===== config.mk =====
export PLATFORM = sky130hd
export DESIGN_NAME = double_to_hex_float_text
export DESIGN_NICKNAME = d
export VERILOG_FILES = /design/src/hdl/hfx_pkg.sv /design/src/hdl/hfx_dp.sv /design/src/hdl/hfx_seq.sv /design/src/hdl/double_to_hex_float_text.sv
export SDC_FILE = /design/constraint.sdc
export NUM_CORES = 1
export LEC_CHECK = 0
export ABC_CLOCK_PERIOD_IN_PS = 10500
export BUFFER_PORTS_ARGS = -buffer_cell sky130_fd_sc_hd__buf_2
export CAP_MARGIN = 5
export CORE_MARGIN = 10
export CORE_UTILIZATION = 40
export CTS_CLUSTER_SIZE = 8
export DETAILED_ROUTE_END_ITERATION = 10
export PLACE_DENSITY = 0.64
export SLEW_MARGIN = 0
export SYNTH_ARGS = -nofsm -noshare
export SYNTH_HDL_FRONTEND = slang
export SYNTH_HIERARCHICAL = 1
export SYNTH_SLANG_ARGS = --single-unit

===== constraint.sdc =====
create_clock -name clk -period 10.5 [get_ports clk]
set_clock_uncertainty 0.15 [all_clocks]
set_input_delay 1.05 -clock clk [delete_from_list [all_inputs] [get_ports clk]]
set_output_delay 1.05 -clock clk [all_outputs]
set_load 0.01 [all_outputs]

===== src/hdl/hfx_pkg.sv =====
package hfx_pkg;

  // Sequencer step counter width and program steps
  localparam int PC_W = 5;

  localparam logic [PC_W-1:0] PC_CHK_NAN = 5'd0;
  localparam logic [PC_W-1:0] PC_CHK_INF = 5'd1;
  localparam logic [PC_W-1:0] PC_SIGN    = 5'd2;
  localparam logic [PC_W-1:0] PC_ZERO    = 5'd3;
  localparam logic [PC_W-1:0] PC_X       = 5'd4;
  localparam logic [PC_W-1:0] PC_LEAD    = 5'd5;
  localparam logic [PC_W-1:0] PC_DOT     = 5'd6;
  localparam logic [PC_W-1:0] PC_FRAC    = 5'd7;
  localparam logic [PC_W-1:0] PC_EXPO    = 5'd8;
  localparam logic [PC_W-1:0] PC_ESIGN   = 5'd9;
  localparam logic [PC_W-1:0] PC_E_THOU  = 5'd10;
  localparam logic [PC_W-1:0] PC_E_HUND  = 5'd11;
  localparam logic [PC_W-1:0] PC_E_TENS  = 5'd12;
  localparam logic [PC_W-1:0] PC_E_UNIT  = 5'd13;
  localparam logic [PC_W-1:0] PC_NAN     = 5'd14;
  localparam logic [PC_W-1:0] PC_NAN_A   = 5'd15;
  localparam logic [PC_W-1:0] PC_NAN_N   = 5'd16;
  localparam logic [PC_W-1:0] PC_INF     = 5'd17;
  localparam logic [PC_W-1:0] PC_INF_I   = 5'd18;
  localparam logic [PC_W-1:0] PC_INF_N   = 5'd19;
  localparam logic [PC_W-1:0] PC_INF_F   = 5'd20;

  // Number of fraction nibbles in the 52-bit field
  localparam int FRAC_NIB = 13;

  // Sign prefix modes for values with a clear sign bit
  localparam logic [1:0] SMODE_SPACE = 2'd1;
  localparam logic [1:0] SMODE_PLUS  = 2'd2;

  // Character source for one step
  typedef enum logic [2:0] {
    SRC_LIT,
    SRC_SIGN,
    SRC_LEAD,
    SRC_FRAC,
    SRC_ESIGN,
    SRC_EDIG
  } src_t;

  // When a step puts out a character
  typedef enum logic [2:0] {
    EC_NEVER,
    EC_ALWAYS,
    EC_PFX,
    EC_NEG,
    EC_EXPDIG
  } econd_t;

  // Jump condition
  typedef enum logic [2:0] {
    JC_NEVER,
    JC_NAN,
    JC_INF,
    JC_NODIG,
    JC_MOREDIG
  } jcond_t;

  // Decimal place of an exponent digit
  typedef enum logic [1:0] {
    PL_THOU,
    PL_HUND,
    PL_TENS,
    PL_UNIT
  } place_t;

  typedef struct packed {
    src_t            src;
    econd_t          econd;
    logic [7:0]      lit;
    jcond_t          jcond;
    logic [PC_W-1:0] target;
    place_t          place;
    logic            last;
    logic            done;
  } ctl_t;

  // Sequencer to datapath
  typedef struct packed {
    ctl_t ctl;
    logic emit;
    logic adv;
  } seq_out_t;

  // Datapath flags for the sequencer
  typedef struct packed {
    logic nan;
    logic inf;
    logic neg;
    logic pfx;
    logic nodig;
    logic moredig;
    logic expdig;
  } dp_stat_t;

  function automatic ctl_t mk(src_t s, econd_t ec, logic [7:0] l, jcond_t j,
                              logic [PC_W-1:0] t, place_t p, logic lst, logic dn);
    ctl_t c;
    c.src    = s;
    c.econd  = ec;
    c.lit    = l;
    c.jcond  = j;
    c.target = t;
    c.place  = p;
    c.last   = lst;
    c.done   = dn;
    return c;
  endfunction

  // Microprogram
  function automatic ctl_t ucode(logic [PC_W-1:0] pc);
    ctl_t c;
    case (pc)
      PC_CHK_NAN: c = mk(SRC_LIT,   EC_NEVER,  8'h00, JC_NAN,     PC_NAN,  PL_UNIT, 1'b0, 1'b0);
      PC_CHK_INF: c = mk(SRC_LIT,   EC_NEVER,  8'h00, JC_INF,     PC_INF,  PL_UNIT, 1'b0, 1'b0);
      PC_SIGN:    c = mk(SRC_SIGN,  EC_PFX,    8'h00, JC_NEVER,   PC_ZERO, PL_UNIT, 1'b0, 1'b0);
      PC_ZERO:    c = mk(SRC_LIT,   EC_ALWAYS, "0",   JC_NEVER,   PC_X,    PL_UNIT, 1'b0, 1'b0);
      PC_X:       c = mk(SRC_LIT,   EC_ALWAYS, "x",   JC_NEVER,   PC_LEAD, PL_UNIT, 1'b0, 1'b0);
      PC_LEAD:    c = mk(SRC_LEAD,  EC_ALWAYS, 8'h00, JC_NODIG,   PC_EXPO, PL_UNIT, 1'b0, 1'b0);
      PC_DOT:     c = mk(SRC_LIT,   EC_ALWAYS, ".",   JC_NEVER,   PC_FRAC, PL_UNIT, 1'b0, 1'b0);
      PC_FRAC:    c = mk(SRC_FRAC,  EC_ALWAYS, 8'h00, JC_MOREDIG, PC_FRAC, PL_UNIT, 1'b0, 1'b0);
      PC_EXPO:    c = mk(SRC_LIT,   EC_ALWAYS, "p",   JC_NEVER,   PC_ESIGN, PL_UNIT, 1'b0, 1'b0);
      PC_ESIGN:   c = mk(SRC_ESIGN, EC_ALWAYS, 8'h00, JC_NEVER,   PC_E_THOU, PL_UNIT, 1'b0, 1'b0);
      PC_E_THOU:  c = mk(SRC_EDIG,  EC_EXPDIG, 8'h00, JC_NEVER,   PC_E_HUND, PL_THOU, 1'b0, 1'b0);
      PC_E_HUND:  c = mk(SRC_EDIG,  EC_EXPDIG, 8'h00, JC_NEVER,   PC_E_TENS, PL_HUND, 1'b0, 1'b0);
      PC_E_TENS:  c = mk(SRC_EDIG,  EC_EXPDIG, 8'h00, JC_NEVER,   PC_E_UNIT, PL_TENS, 1'b0, 1'b0);
      PC_E_UNIT:  c = mk(SRC_EDIG,  EC_EXPDIG, 8'h00, JC_NEVER,   PC_CHK_NAN, PL_UNIT, 1'b1, 1'b1);
      PC_NAN:     c = mk(SRC_LIT,   EC_ALWAYS, "n",   JC_NEVER,   PC_NAN_A, PL_UNIT, 1'b0, 1'b0);
      PC_NAN_A:   c = mk(SRC_LIT,   EC_ALWAYS, "a",   JC_NEVER,   PC_NAN_N, PL_UNIT, 1'b0, 1'b0);
      PC_NAN_N:   c = mk(SRC_LIT,   EC_ALWAYS, "n",   JC_NEVER,   PC_CHK_NAN, PL_UNIT, 1'b1, 1'b1);
      PC_INF:     c = mk(SRC_LIT,   EC_NEG,    "-",   JC_NEVER,   PC_INF_I, PL_UNIT, 1'b0, 1'b0);
      PC_INF_I:   c = mk(SRC_LIT,   EC_ALWAYS, "i",   JC_NEVER,   PC_INF_N, PL_UNIT, 1'b0, 1'b0);
      PC_INF_N:   c = mk(SRC_LIT,   EC_ALWAYS, "n",   JC_NEVER,   PC_INF_F, PL_UNIT, 1'b0, 1'b0);
      PC_INF_F:   c = mk(SRC_LIT,   EC_ALWAYS, "f",   JC_NEVER,   PC_CHK_NAN, PL_UNIT, 1'b1, 1'b1);
      default:    c = mk(SRC_LIT,   EC_ALWAYS, "?",   JC_NEVER,   PC_CHK_NAN, PL_UNIT, 1'b1, 1'b1);
    endcase
    return c;
  endfunction

  // Hex digit to ASCII
  function automatic logic [7:0] hex_char(logic [3:0] nib, logic up);
    logic [7:0] c;
    if (nib < 4'd10) begin
      c = 8'h30 + {4'h0, nib};
    end else if (up) begin
      c = 8'h37 + {4'h0, nib};
    end else begin
      c = 8'h57 + {4'h0, nib};
    end
    return c;
  endfunction

  // Lower-case letter to upper case when asked
  function automatic logic [7:0] case_fix(logic [7:0] c, logic up);
    logic [7:0] r;
    r = c;
    if (up && c >= 8'h61 && c <= 8'h7A) begin
      r = c - 8'h20;
    end
    return r;
  endfunction

  // k times the weight of a decimal place
  function automatic logic [13:0] place_mul(place_t p, int unsigned k);
    logic [13:0] r;
    case (p)
      PL_THOU: r = 14'(k * 1000);
      PL_HUND: r = 14'(k * 100);
      PL_TENS: r = 14'(k * 10);
      PL_UNIT: r = 14'(k);
      default: r = 14'(k);
    endcase
    return r;
  endfunction

endpackage


===== src/hdl/hfx_dp.sv =====
module hfx_dp #(
  parameter int MAX_PRECISION = 48
) (
  input  logic               clk,
  input  logic               start,
  input  logic [63:0]        in_value_bits,
  input  logic               in_upper_case,
  input  logic [1:0]         in_sign_mode,
  input  logic               in_precision_given,
  input  logic [5:0]         in_precision,
  input  hfx_pkg::seq_out_t  sq,
  output hfx_pkg::dp_stat_t  stat,
  output logic [7:0]         ch
);

  logic        neg_r, neg_nxt;
  logic        up_r, up_nxt;
  logic [1:0]  smode_r, smode_nxt;
  logic        nan_r, nan_nxt;
  logic        inf_r, inf_nxt;
  logic        lead_r, lead_nxt;
  logic [51:0] frac_r, frac_nxt;
  logic [5:0]  ndig_r, ndig_nxt;
  logic [5:0]  fi_r, fi_nxt;
  logic        eneg_r, eneg_nxt;
  logic [9:0]  mag_r, mag_nxt;
  logic        started_r, started_nxt;

  logic [10:0] bexp;
  logic [51:0] frac_in;
  logic [5:0]  nz_dig;
  logic [5:0]  sat_prec;
  logic [3:0]  edig;
  logic [13:0] esub;
  logic [9:0]  erem;
  logic [6:0]  fi_inc;

  assign bexp    = in_value_bits[62:52];
  assign frac_in = in_value_bits[51:0];

  // Digits up to the last non-zero fraction nibble
  always_comb begin
    nz_dig = 6'd0;
    for (int i = 1; i <= hfx_pkg::FRAC_NIB; i++) begin
      if (frac_in[55-4*i -: 4] != 4'h0) begin
        nz_dig = 6'(i);
      end
    end
  end

  assign sat_prec = (in_precision > 6'(MAX_PRECISION)) ? 6'(MAX_PRECISION) : in_precision;

  // Exponent digit at the current decimal place
  always_comb begin
    edig = 4'd0;
    esub = 14'd0;
    for (int unsigned k = 1; k <= 9; k++) begin
      if ({4'd0, mag_r} >= hfx_pkg::place_mul(sq.ctl.place, k)) begin
        edig = 4'(k);
        esub = hfx_pkg::place_mul(sq.ctl.place, k);
      end
    end
    erem = mag_r - esub[9:0];
  end

  assign fi_inc = {1'b0, fi_r} + 7'd1;

  // Status for the sequencer
  always_comb begin
    stat.nan     = nan_r;
    stat.inf     = inf_r;
    stat.neg     = neg_r;
    stat.pfx     = neg_r || (smode_r == hfx_pkg::SMODE_PLUS) ||
                   (smode_r == hfx_pkg::SMODE_SPACE);
    stat.nodig   = (ndig_r == 6'd0);
    stat.moredig = (fi_inc != {1'b0, ndig_r});
    stat.expdig  = (edig != 4'd0) || started_r || (sq.ctl.place == hfx_pkg::PL_UNIT);
  end

  // Character select
  always_comb begin
    case (sq.ctl.src)
      hfx_pkg::SRC_LIT:   ch = hfx_pkg::case_fix(sq.ctl.lit, up_r);
      hfx_pkg::SRC_SIGN:  ch = neg_r ? "-" : ((smode_r == hfx_pkg::SMODE_PLUS) ? "+" : " ");
      hfx_pkg::SRC_LEAD:  ch = hfx_pkg::hex_char({3'b000, lead_r}, up_r);
      hfx_pkg::SRC_FRAC:  ch = hfx_pkg::hex_char(frac_r[51:48], up_r);
      hfx_pkg::SRC_ESIGN: ch = eneg_r ? "-" : "+";
      hfx_pkg::SRC_EDIG:  ch = 8'h30 + {4'h0, edig};
      default:            ch = "?";
    endcase
  end

  // Operand load and per-step update
  always_comb begin
    neg_nxt     = neg_r;
    up_nxt      = up_r;
    smode_nxt   = smode_r;
    nan_nxt     = nan_r;
    inf_nxt     = inf_r;
    lead_nxt    = lead_r;
    frac_nxt    = frac_r;
    ndig_nxt    = ndig_r;
    fi_nxt      = fi_r;
    eneg_nxt    = eneg_r;
    mag_nxt     = mag_r;
    started_nxt = started_r;
    if (start) begin
      neg_nxt     = in_value_bits[63];
      up_nxt      = in_upper_case;
      smode_nxt   = in_sign_mode;
      nan_nxt     = (bexp == 11'h7FF) && (frac_in != 52'd0);
      inf_nxt     = (bexp == 11'h7FF) && (frac_in == 52'd0);
      lead_nxt    = (bexp != 11'd0);
      frac_nxt    = frac_in;
      ndig_nxt    = in_precision_given ? sat_prec : nz_dig;
      fi_nxt      = 6'd0;
      started_nxt = 1'b0;
      if (bexp != 11'd0) begin
        eneg_nxt = (bexp < 11'd1023);
        mag_nxt  = (bexp < 11'd1023) ? 10'(11'd1023 - bexp) : 10'(bexp - 11'd1023);
      end else begin
        eneg_nxt = (frac_in != 52'd0);
        mag_nxt  = (frac_in != 52'd0) ? 10'd1022 : 10'd0;
      end
    end else if (sq.adv) begin
      if (sq.ctl.src == hfx_pkg::SRC_FRAC && sq.emit) begin
        frac_nxt = {frac_r[47:0], 4'h0};
        fi_nxt   = fi_inc[5:0];
      end
      if (sq.ctl.src == hfx_pkg::SRC_EDIG) begin
        mag_nxt = erem;
        if (sq.emit) begin
          started_nxt = 1'b1;
        end
      end
    end
  end

  always_ff @(posedge clk) begin
    neg_r     <= neg_nxt;
    up_r      <= up_nxt;
    smode_r   <= smode_nxt;
    nan_r     <= nan_nxt;
    inf_r     <= inf_nxt;
    lead_r    <= lead_nxt;
    frac_r    <= frac_nxt;
    ndig_r    <= ndig_nxt;
    fi_r      <= fi_nxt;
    eneg_r    <= eneg_nxt;
    mag_r     <= mag_nxt;
    started_r <= started_nxt;
  end

endmodule


===== src/hdl/hfx_seq.sv =====
module hfx_seq (
  input  logic              clk,
  input  logic              rst_n,
  input  logic              start,
  input  logic              out_free,
  input  hfx_pkg::dp_stat_t stat,
  output hfx_pkg::seq_out_t sq,
  output logic              busy
);

  logic [hfx_pkg::PC_W-1:0] pc_r, pc_nxt;
  logic                     busy_r, busy_nxt;
  hfx_pkg::ctl_t            ctl;
  logic                     emit;
  logic                     jump;
  logic                     adv;

  // Control word for the current step
  assign ctl = hfx_pkg::ucode(pc_r);

  // Emit condition
  always_comb begin
    case (ctl.econd)
      hfx_pkg::EC_NEVER:  emit = 1'b0;
      hfx_pkg::EC_ALWAYS: emit = 1'b1;
      hfx_pkg::EC_PFX:    emit = stat.pfx;
      hfx_pkg::EC_NEG:    emit = stat.neg;
      hfx_pkg::EC_EXPDIG: emit = stat.expdig;
      default:            emit = 1'b0;
    endcase
  end

  // Jump condition
  always_comb begin
    case (ctl.jcond)
      hfx_pkg::JC_NEVER:   jump = 1'b0;
      hfx_pkg::JC_NAN:     jump = stat.nan;
      hfx_pkg::JC_INF:     jump = stat.inf;
      hfx_pkg::JC_NODIG:   jump = stat.nodig;
      hfx_pkg::JC_MOREDIG: jump = stat.moredig;
      default:             jump = 1'b0;
    endcase
  end

  // A step completes unless its character finds the output register full
  assign adv = busy_r && (!emit || out_free);

  always_comb begin
    pc_nxt   = pc_r;
    busy_nxt = busy_r;
    if (start) begin
      pc_nxt   = hfx_pkg::PC_CHK_NAN;
      busy_nxt = 1'b1;
    end else if (adv) begin
      pc_nxt = jump ? ctl.target : pc_r + 1'b1;
      if (ctl.done) begin
        busy_nxt = 1'b0;
      end
    end
  end

  always_ff @(posedge clk) begin
    if (!rst_n) begin
      pc_r   <= hfx_pkg::PC_CHK_NAN;
      busy_r <= 1'b0;
    end else begin
      pc_r   <= pc_nxt;
      busy_r <= busy_nxt;
    end
  end

  assign sq.ctl  = ctl;
  assign sq.emit = emit;
  assign sq.adv  = adv;
  assign busy    = busy_r;

endmodule


===== src/hdl/double_to_hex_float_text.sv =====
// One microprogram step per cycle unless output back-pressure stalls a step that emits;
// a suppressed leading exponent zero leaves a gap in the output.
// Synchronous active-low reset clears the sequencer and the output valid only.
module double_to_hex_float_text #(
  parameter int MAX_PRECISION = 48
) (
  input  logic        clk,
  input  logic        rst_n,
  input  logic        in_valid,
  output logic        in_ready,
  input  logic [63:0] in_value_bits,
  input  logic        in_upper_case,
  input  logic [1:0]  in_sign_mode,
  input  logic        in_precision_given,
  input  logic [5:0]  in_precision,
  output logic        out_valid,
  input  logic        out_ready,
  output logic [7:0]  out_char,
  output logic        out_last_char
);

  hfx_pkg::seq_out_t sq;
  hfx_pkg::dp_stat_t stat;
  logic              busy;
  logic              start;
  logic              out_free;
  logic [7:0]        ch;

  logic       out_valid_r, out_valid_nxt;
  logic [7:0] out_char_r, out_char_nxt;
  logic       out_last_r, out_last_nxt;

  // Take a new request only when the sequencer is free
  assign in_ready = !busy;
  assign start    = in_valid && in_ready;
  assign out_free = !out_valid_r || out_ready;

  hfx_seq u_seq (
    .clk      (clk),
    .rst_n    (rst_n),
    .start    (start),
    .out_free (out_free),
    .stat     (stat),
    .sq       (sq),
    .busy     (busy)
  );

  hfx_dp #(
    .MAX_PRECISION (MAX_PRECISION)
  ) u_dp (
    .clk                (clk),
    .start              (start),
    .in_value_bits      (in_value_bits),
    .in_upper_case      (in_upper_case),
    .in_sign_mode       (in_sign_mode),
    .in_precision_given (in_precision_given),
    .in_precision       (in_precision),
    .sq                 (sq),
    .stat               (stat),
    .ch                 (ch)
  );

  // Output register
  always_comb begin
    out_valid_nxt = out_valid_r;
    out_char_nxt  = out_char_r;
    out_last_nxt  = out_last_r;
    if (sq.adv && sq.emit) begin
      out_valid_nxt = 1'b1;
      out_char_nxt  = ch;
      out_last_nxt  = sq.ctl.last;
    end else if (out_ready) begin
      out_valid_nxt = 1'b0;
    end
  end

  always_ff @(posedge clk) begin
    if (!rst_n) begin
      out_valid_r <= 1'b0;
    end else begin
      out_valid_r <= out_valid_nxt;
    end
  end

  always_ff @(posedge clk) begin
    out_char_r <= out_char_nxt;
    out_last_r <= out_last_nxt;
  end

  assign out_valid     = out_valid_r;
  assign out_char      = out_char_r;
  assign out_last_char = out_last_r;

`ifndef SYNTHESIS
  // An accepted request always starts the sequencer
  a_start_busy: assert property (@(posedge clk) disable iff (!rst_n)
    (in_valid && in_ready) |=> busy)
    else $error("sequencer not busy after request");

  // Program ends only on a character that is emitted and marked last
  a_done_last: assert property (@(posedge clk) disable iff (!rst_n)
    (sq.adv && sq.ctl.done) |-> (sq.emit && sq.ctl.last))
    else $error("program ended without a last character");

  // A character is never loaded over one that has not been taken
  a_no_overwrite: assert property (@(posedge clk) disable iff (!rst_n)
    (sq.adv && sq.emit) |-> out_free)
    else $error("output register overwritten");
`endif

endmodule

## Yosys cells after proc, flatten, opt, wreduce, memory -nomap -nowiden

Memory sizes are Yosys's and may differ from the RTL's. A register that Yosys moved wholly into a read port is not among the register bits.
Cells that the tools add are included.

| word-level totals | value |
|---|---|
| bits in registers | 99 |
| bits in latches | 0 |
| RAM bits | 0 |
| ROM bits | 800 |
| bits of input ports | 78 |
| output and inout bits | 11 |
| word-level logic and storage cells | 181 |
| memories | 1 |

| operators by class | value |
|---|---|
| add/sub/neg operators | 11 |
| multiply operators | 0 |
| div/mod/pow operators | 0 |
| magnitude comparators | 14 |
| equal/unequal tests | 20 |
| shifts and indexed selects | 0 |
| muxes and demuxes | 69 |
| bitwise gates (word level) | 1 |
| reduce and logical (&&, ||, !) cells | 48 |

Memories:

| memory | depth | bits a word | rd ports | clocked after memory_dff | wr ports | line | source |
|---|---|---|---|---|---|---|---|
| (name not given) | 32 | 25 | 1 | 1 | 0 | hfx_pkg.sv:117 | `case (pc)` |

Operators by type and width:

| cell | count |
|---|---|
| 14-bit case mux with 4 select lines | 9 |
| 52-bit 2-to-1 mux | 3 |
| 10-bit 2-to-1 mux | 15 |
| 10-bit by 14-bit >= comparator with 1-bit output | 9 |
| 4-bit nonzero test | 14 |
| 52-bit zero test | 1 |
| 52-bit nonzero test | 1 |
| 8-bit case mux with 6 select lines | 1 |
| 4-bit 2-to-1 mux | 9 |
| 8-bit 2-to-1 mux | 4 |
| 3-bit 2-to-1 mux | 9 |
| 6-bit by 4-bit adder with 7-bit output (first input constant) | 3 |
| 3-bit by 2-bit equality test with 1-bit output (second input constant) | 6 |
| 5-bit 2-to-1 mux | 3 |
| 3-bit equality test (second input constant) | 4 |
| 6-bit 2-to-1 mux | 2 |
| 11-bit equality test (second input constant) | 1 |
| 11-bit by 10-bit < comparator with 1-bit output (second input constant) | 1 |
| 11-bit nonzero test | 1 |
| 2-bit nonzero test | 5 |
| 10-bit subtractor | 1 |
| 10-bit subtractor (first input constant) | 1 |
| 10-bit subtractor (second input constant) | 1 |
| 3-bit by 1-bit equality test with 1-bit output (second input constant) | 3 |
| other kinds (25) | 56 |

## Logic depth before layout (Yosys ltp)

| logic depth | value |
|---|---|
| depth after elaboration | 21 |
| gate-level depth with buffers | 26 |
| gate-level depth less buffers | 24 |

## Cells and area by module

The synthesis kept the hierarchy.

By module, submodules not included:

| module | times used | cells an instance | area each (um^2) | seq. area each (um^2) |
|---|---|---|---|---|
| hfx_dp | 1 | 711 | 6,826.5 | 2,422.3 |
| hfx_seq | 1 | 183 | 1,634.1 | 600.6 |
| double_to_hex_float_text | 1 | 16 | 332.8 | 290.3 |

## Worst setup path before layout

Ideal clock, no wire load.

| path | value |
|---|---|
| path type | reg-to-reg |
| start point | register u_seq/ctl[3] (netlist name) |
| end point | register u_dp.frac_r[0] (enable) |
| data arrival time | 7.581 ns |
| required time | 9.816 ns |
| setup slack | 2.236 ns |
| stages on the path, launching flop included | 20 |
| buffers on the path | 4 |
| clock period less this slack | 8.264 ns |
| path through | dfxtp_1 ha_1 buf_2 inv_1 ha_1 a2111oi_4 nor4_1 or3_1 buf_2 nor2_1 buf_2 nand4_1 or4_1 and4bb_1 a211oi_2 o21ai_2 inv_2 buf_4 nand2_1 o21ai_0 |

RTL lines:

| item | line | source |
|---|---|---|
| end signal, assigned | hfx_dp.sv:146 | `frac_r <= frac_nxt;` |
| end, declared | hfx_dp.sv:22 | `logic [51:0] frac_r, frac_nxt;` |

==> results.json <==
{
  "run_status": "finished, final reports clean",
  "initial_core_util_pct": 40.42,
  "timing_worst_setup_path_type": "reg -> reg",
  "rows": 54,
  "syn_area_per_cell_um2": 9.663,
  "rsz0062_at_grt": "no",
  "core_region_area_um2": 21760,
  "end_kind": "flop",
  "routed_wire_length_per_instance_um": 18.66,
  "power.ir.vdd_worst_v": 0.0001155,
  "number_of_antenna_repair_diodes": 0,
  "finalHoldViolCount": 0,
  "clk_pin_slew_worst_paths_ps": 60,
  "tritoncts": "built",
  "startpoint_type_of_the_worst_setup_path": "flop",
  "post-place-cells": 1245,
  "worst_skew_pair.late_latency_ps": 420,
  "first_global_vias": 7361,
  "postSynthNetCount": 1055,
  "ys.flop_type": "sky130_fd_sc_hd__edfxtp_1",
  "arrival_ps": 6950,
  "ctsHtreeMaxLevel": 4,
  "dr_total_vias": 7420,
  "cts_max_path_buffers": 2,
  "ys_seq_elements": 123,
  "synth-seq-area-share_pct": 37.68,
  "crit_path_top_delay_cell": "sky130_fd_sc_hd__nor2_1",
  "synthMostInstantiatedCell": "sky130_fd_sc_hd__edfxtp_1",
  "vias_per_cell": 5.810,
  "ios": 89,
  "cts.hold.buffers_added": 0,
  "drc": 0,
  "cts-buffers-inserted": 17,
  "drt_wl_total_um": 23820,
  "clock_tree.root_cell": "sky130_fd_sc_hd__clkbuf_16",
  "timing_max_transition_violations_final": 0,
  "pin_count_of_the_biggest_net_entering_global_routing": 60,
  "drive_gt1_share_pct": 21.26,
  "design.die.area_um2": 28310,
  "seqCellArea_um2": 3313,
  "crit_path_leading_delay_family": "simple AND/OR/NAND/NOR gates",
  "synth_cells": 910,
  "post_synth_main_area_contributors": "sky130_fd_sc_hd__edfxtp_1 29%, sky130_fd_sc_hd__ha_1 9.4%, sky130_fd_sc_hd__dfxtp_1 8.7%, sky130_fd_sc_hd__mux2_2 6.5%, sky130_fd_sc_hd__a21oi_1 3.6%",
  "finalWeightedCongestion": 0.9234,
  "netlist.top_cell.by_area": "sky130_fd_sc_hd__edfxtp_1",
  "chip_width_um": 168.3,
  "antenna_violations_before_repair": 1,
  "critPathMaxFanout": 13,
  "static_power_due_to_leakage_nw": 3.862,
  "grt_first_pass_wirelength_um": 38220,
  "drtPass1Iterations": 5,
  "hpwlAfterDp_um": 18310,
  "post-place-ws_ps": 3846,
  "postCtsSetupRepairBufs": 0,
  "area_taken_by_multi_input_logic_gates_um2": 5167,
  "worst_slew_pin_slew_ps": 906.3,
  "async_reset_ff_share_pct": 0,
  "globalRouteTotalUtil_pct": 16.44,
  "drv.max_cap_violation_count": 0,
  "finalWorstSetupSlack_ps": 3668,
  "critical_path_required_ps": 10610,
  "fillerInstances": 2057,
  "yosys.area.top_type_share_pct": 29.03,
  "critical-path-top-cell-by-count": "sky130_fd_sc_hd__ha_1",
  "top_cells_by_instance_count_after_synthesis": "85 x sky130_fd_sc_hd__edfxtp_1, 66 x sky130_fd_sc_hd__ha_1, 65 x sky130_fd_sc_hd__nand2_1",
  "finish.net_count": 1129,
  "yosysWarnings": 6,
  "timing.critical_path.cells": "inv_1 > ha_1 > clkinv_1 > ha_1 > o21ba_2 > nor2_1 > nor4_1 > or3_1 > nor2_1 > nand4_1 > or4_1 > and4bb_1 > a211oi_2 > o21ai_2 > inv_2 > a21boi_1 > or2_1 > nand2_1 > inv_1 > ha_1 > mux2_2 > o221ai_1 > nand2_1",
  "layout_min_cycle_time_ps": 6832,
  "clock-sinks": 123,
  "setup_total_negative_slack_ps": 0,
  "worstPathBufferInverterCount": 4,
  "critPathMaxStageDelay_ps": 600,
  "synth_edf_count": 85,
  "drt_iter0_markers": 447,
  "max_clock_freq_mhz": 146.4,
  "port_buffers": 88,
  "setup_viol_count_final": 0,
  "min-delay-path-class": "reg -> reg",
  "total_power_mw": 1.710,
  "finalCritPeriodShare_pct": 65.07,
  "areaGrowthSynthToFinish_pct": 14.34,
  "post_cts_resize_count": 0,
  "antenna_left": 0,
  "die_h_um": 168.3,
  "globalRouteOverflowTotal": 0,
  "p_per_area_nw_per_um2": 170.0,
  "finish.cell_count_without_fillers": 1277,
  "slew-limit-headroom_pct": 39.58,
  "ys_types": 96,
  "netlist_area_um2": 8793
}
[state kept, by name (all words and copies together), names as in the netlist]
name            flops
out_char            8
out_last_char       1
out_valid           1
u_dp/eneg_r         1
u_dp/fi_r           6
u_dp/frac_r        52
u_dp/inf_r          1
u_dp/lead_r         1
u_dp/mag_r         10
u_dp/nan_r          1
u_dp/ndig_r         6
u_dp/neg_r          1
u_dp/smode_r        2
u_dp/started_r      1
u_dp/up_r           1
u_seq/busy          1
u_seq/ctl          24
u_seq/pc_r          5
[metal layers]
layer	track usage, %	vias to the layer above	routed length [µm]
li1	-	3616	-
met3	4.075	46	1678
met1	21.09	3446	10470
met2	25.87	310	11010
met5	0	-	18
met4	6.624	2	645
[path summary, 6_finish.rpt]
check | start | to | slack [ps] | cells after the start
setup / recovery | u_seq/ctl[3] | u_seq/ctl[17] | 3670 | 23
hold / removal | u_dp/started_r | u_dp/started_r | 320 | 2
setup reg to reg | u_seq/ctl[3] | u_seq/ctl[17] | 3670 | 23
hold reg to reg | u_dp/started_r | u_dp/started_r | 320 | 2
[cell type report]
| type | instances | share of cell area, % |
|---|---|---|
| flip-flops and latches | 123 | 32.95 |
| well taps | 280 | 3.484 |
| multi-input cells | 712 | 51.39 |
| clock buffers | 17 | 4.231 |
| repair buffers | 91 | 4.604 |
| clock inverters | 15 | 1.854 |
| inverters | 39 | 1.481 |
[metrics by stage]
stage               instance area (µm²)  hold slack, ps  utilization (%)
floorplan                          8793           278.8                -
global placement                   9443           313.7            43.40
detailed placement                 9443           307.4            43.40
CTS                               10050           321.5            46.22
global route                      10050           364.2            46.22
finish                            10050           318.2            46.22
[cells in the final DEF, fill, tap and decap left out, types with 19 or more instances in the layout]
| cell | n |
|---|---|
| sky130_fd_sc_hd__a21oi_1 | 64 |
| sky130_fd_sc_hd__buf_2 | 88 |
| sky130_fd_sc_hd__dfxtp_1 | 38 |
| sky130_fd_sc_hd__edfxtp_1 | 85 |
| sky130_fd_sc_hd__ha_1 | 66 |
| sky130_fd_sc_hd__inv_1 | 34 |
| sky130_fd_sc_hd__mux2_2 | 51 |
| sky130_fd_sc_hd__nand2_1 | 65 |
| sky130_fd_sc_hd__nand3_1 | 30 |
| sky130_fd_sc_hd__nor2_1 | 53 |
| sky130_fd_sc_hd__nor2b_1 | 22 |
| sky130_fd_sc_hd__nor3_1 | 27 |
| sky130_fd_sc_hd__o21ai_0 | 39 |
| sky130_fd_sc_hd__xnor2_1 | 19 |
[kinds of logic after synthesis]
| family | synth area share, % |
|---|---|
| AOI/OAI and AO/OA | 19.98 |
| other | 0.04265 |
| buffers and inverters | 3.771 |
| muxes | 7.271 |
| adders and majority gates | 9.619 |
| xor gates and xnor gates | 3.387 |
| and+or+nand+nor | 18.26 |
| DFF | 37.68 |
[worst reg2reg max path, cell delays in order, from the launching register on]
cell and delay, ps:
sky130_fd_sc_hd__dfxtp_1 420, sky130_fd_sc_hd__inv_1 200, sky130_fd_sc_hd__ha_1 430, sky130_fd_sc_hd__clkinv_1 520, sky130_fd_sc_hd__ha_1 500, sky130_fd_sc_hd__o21ba_2 220, sky130_fd_sc_hd__nor2_1 90, sky130_fd_sc_hd__nor4_1 70
sky130_fd_sc_hd__or3_1 480, sky130_fd_sc_hd__nor2_1 600, sky130_fd_sc_hd__nand4_1 160, sky130_fd_sc_hd__or4_1 420, sky130_fd_sc_hd__and4bb_1 220, sky130_fd_sc_hd__a211oi_2 240, sky130_fd_sc_hd__o21ai_2 190, sky130_fd_sc_hd__inv_2 150
sky130_fd_sc_hd__a21boi_1 70, sky130_fd_sc_hd__or2_1 260, sky130_fd_sc_hd__nand2_1 270, sky130_fd_sc_hd__inv_1 180, sky130_fd_sc_hd__ha_1 320, sky130_fd_sc_hd__mux2_2 290, sky130_fd_sc_hd__o221ai_1 160, sky130_fd_sc_hd__nand2_1 80
[power breakdown]
part	internal [mW]	leakage, nW	switching (mW)
Clock	0.377	0.295	0.222
Combinational	0.203	2.45	0.283
Sequential	0.576	1.12	0.0476
Total	1.16	3.86	0.552
Note: power is estimated with default switching activity, not from simulation.
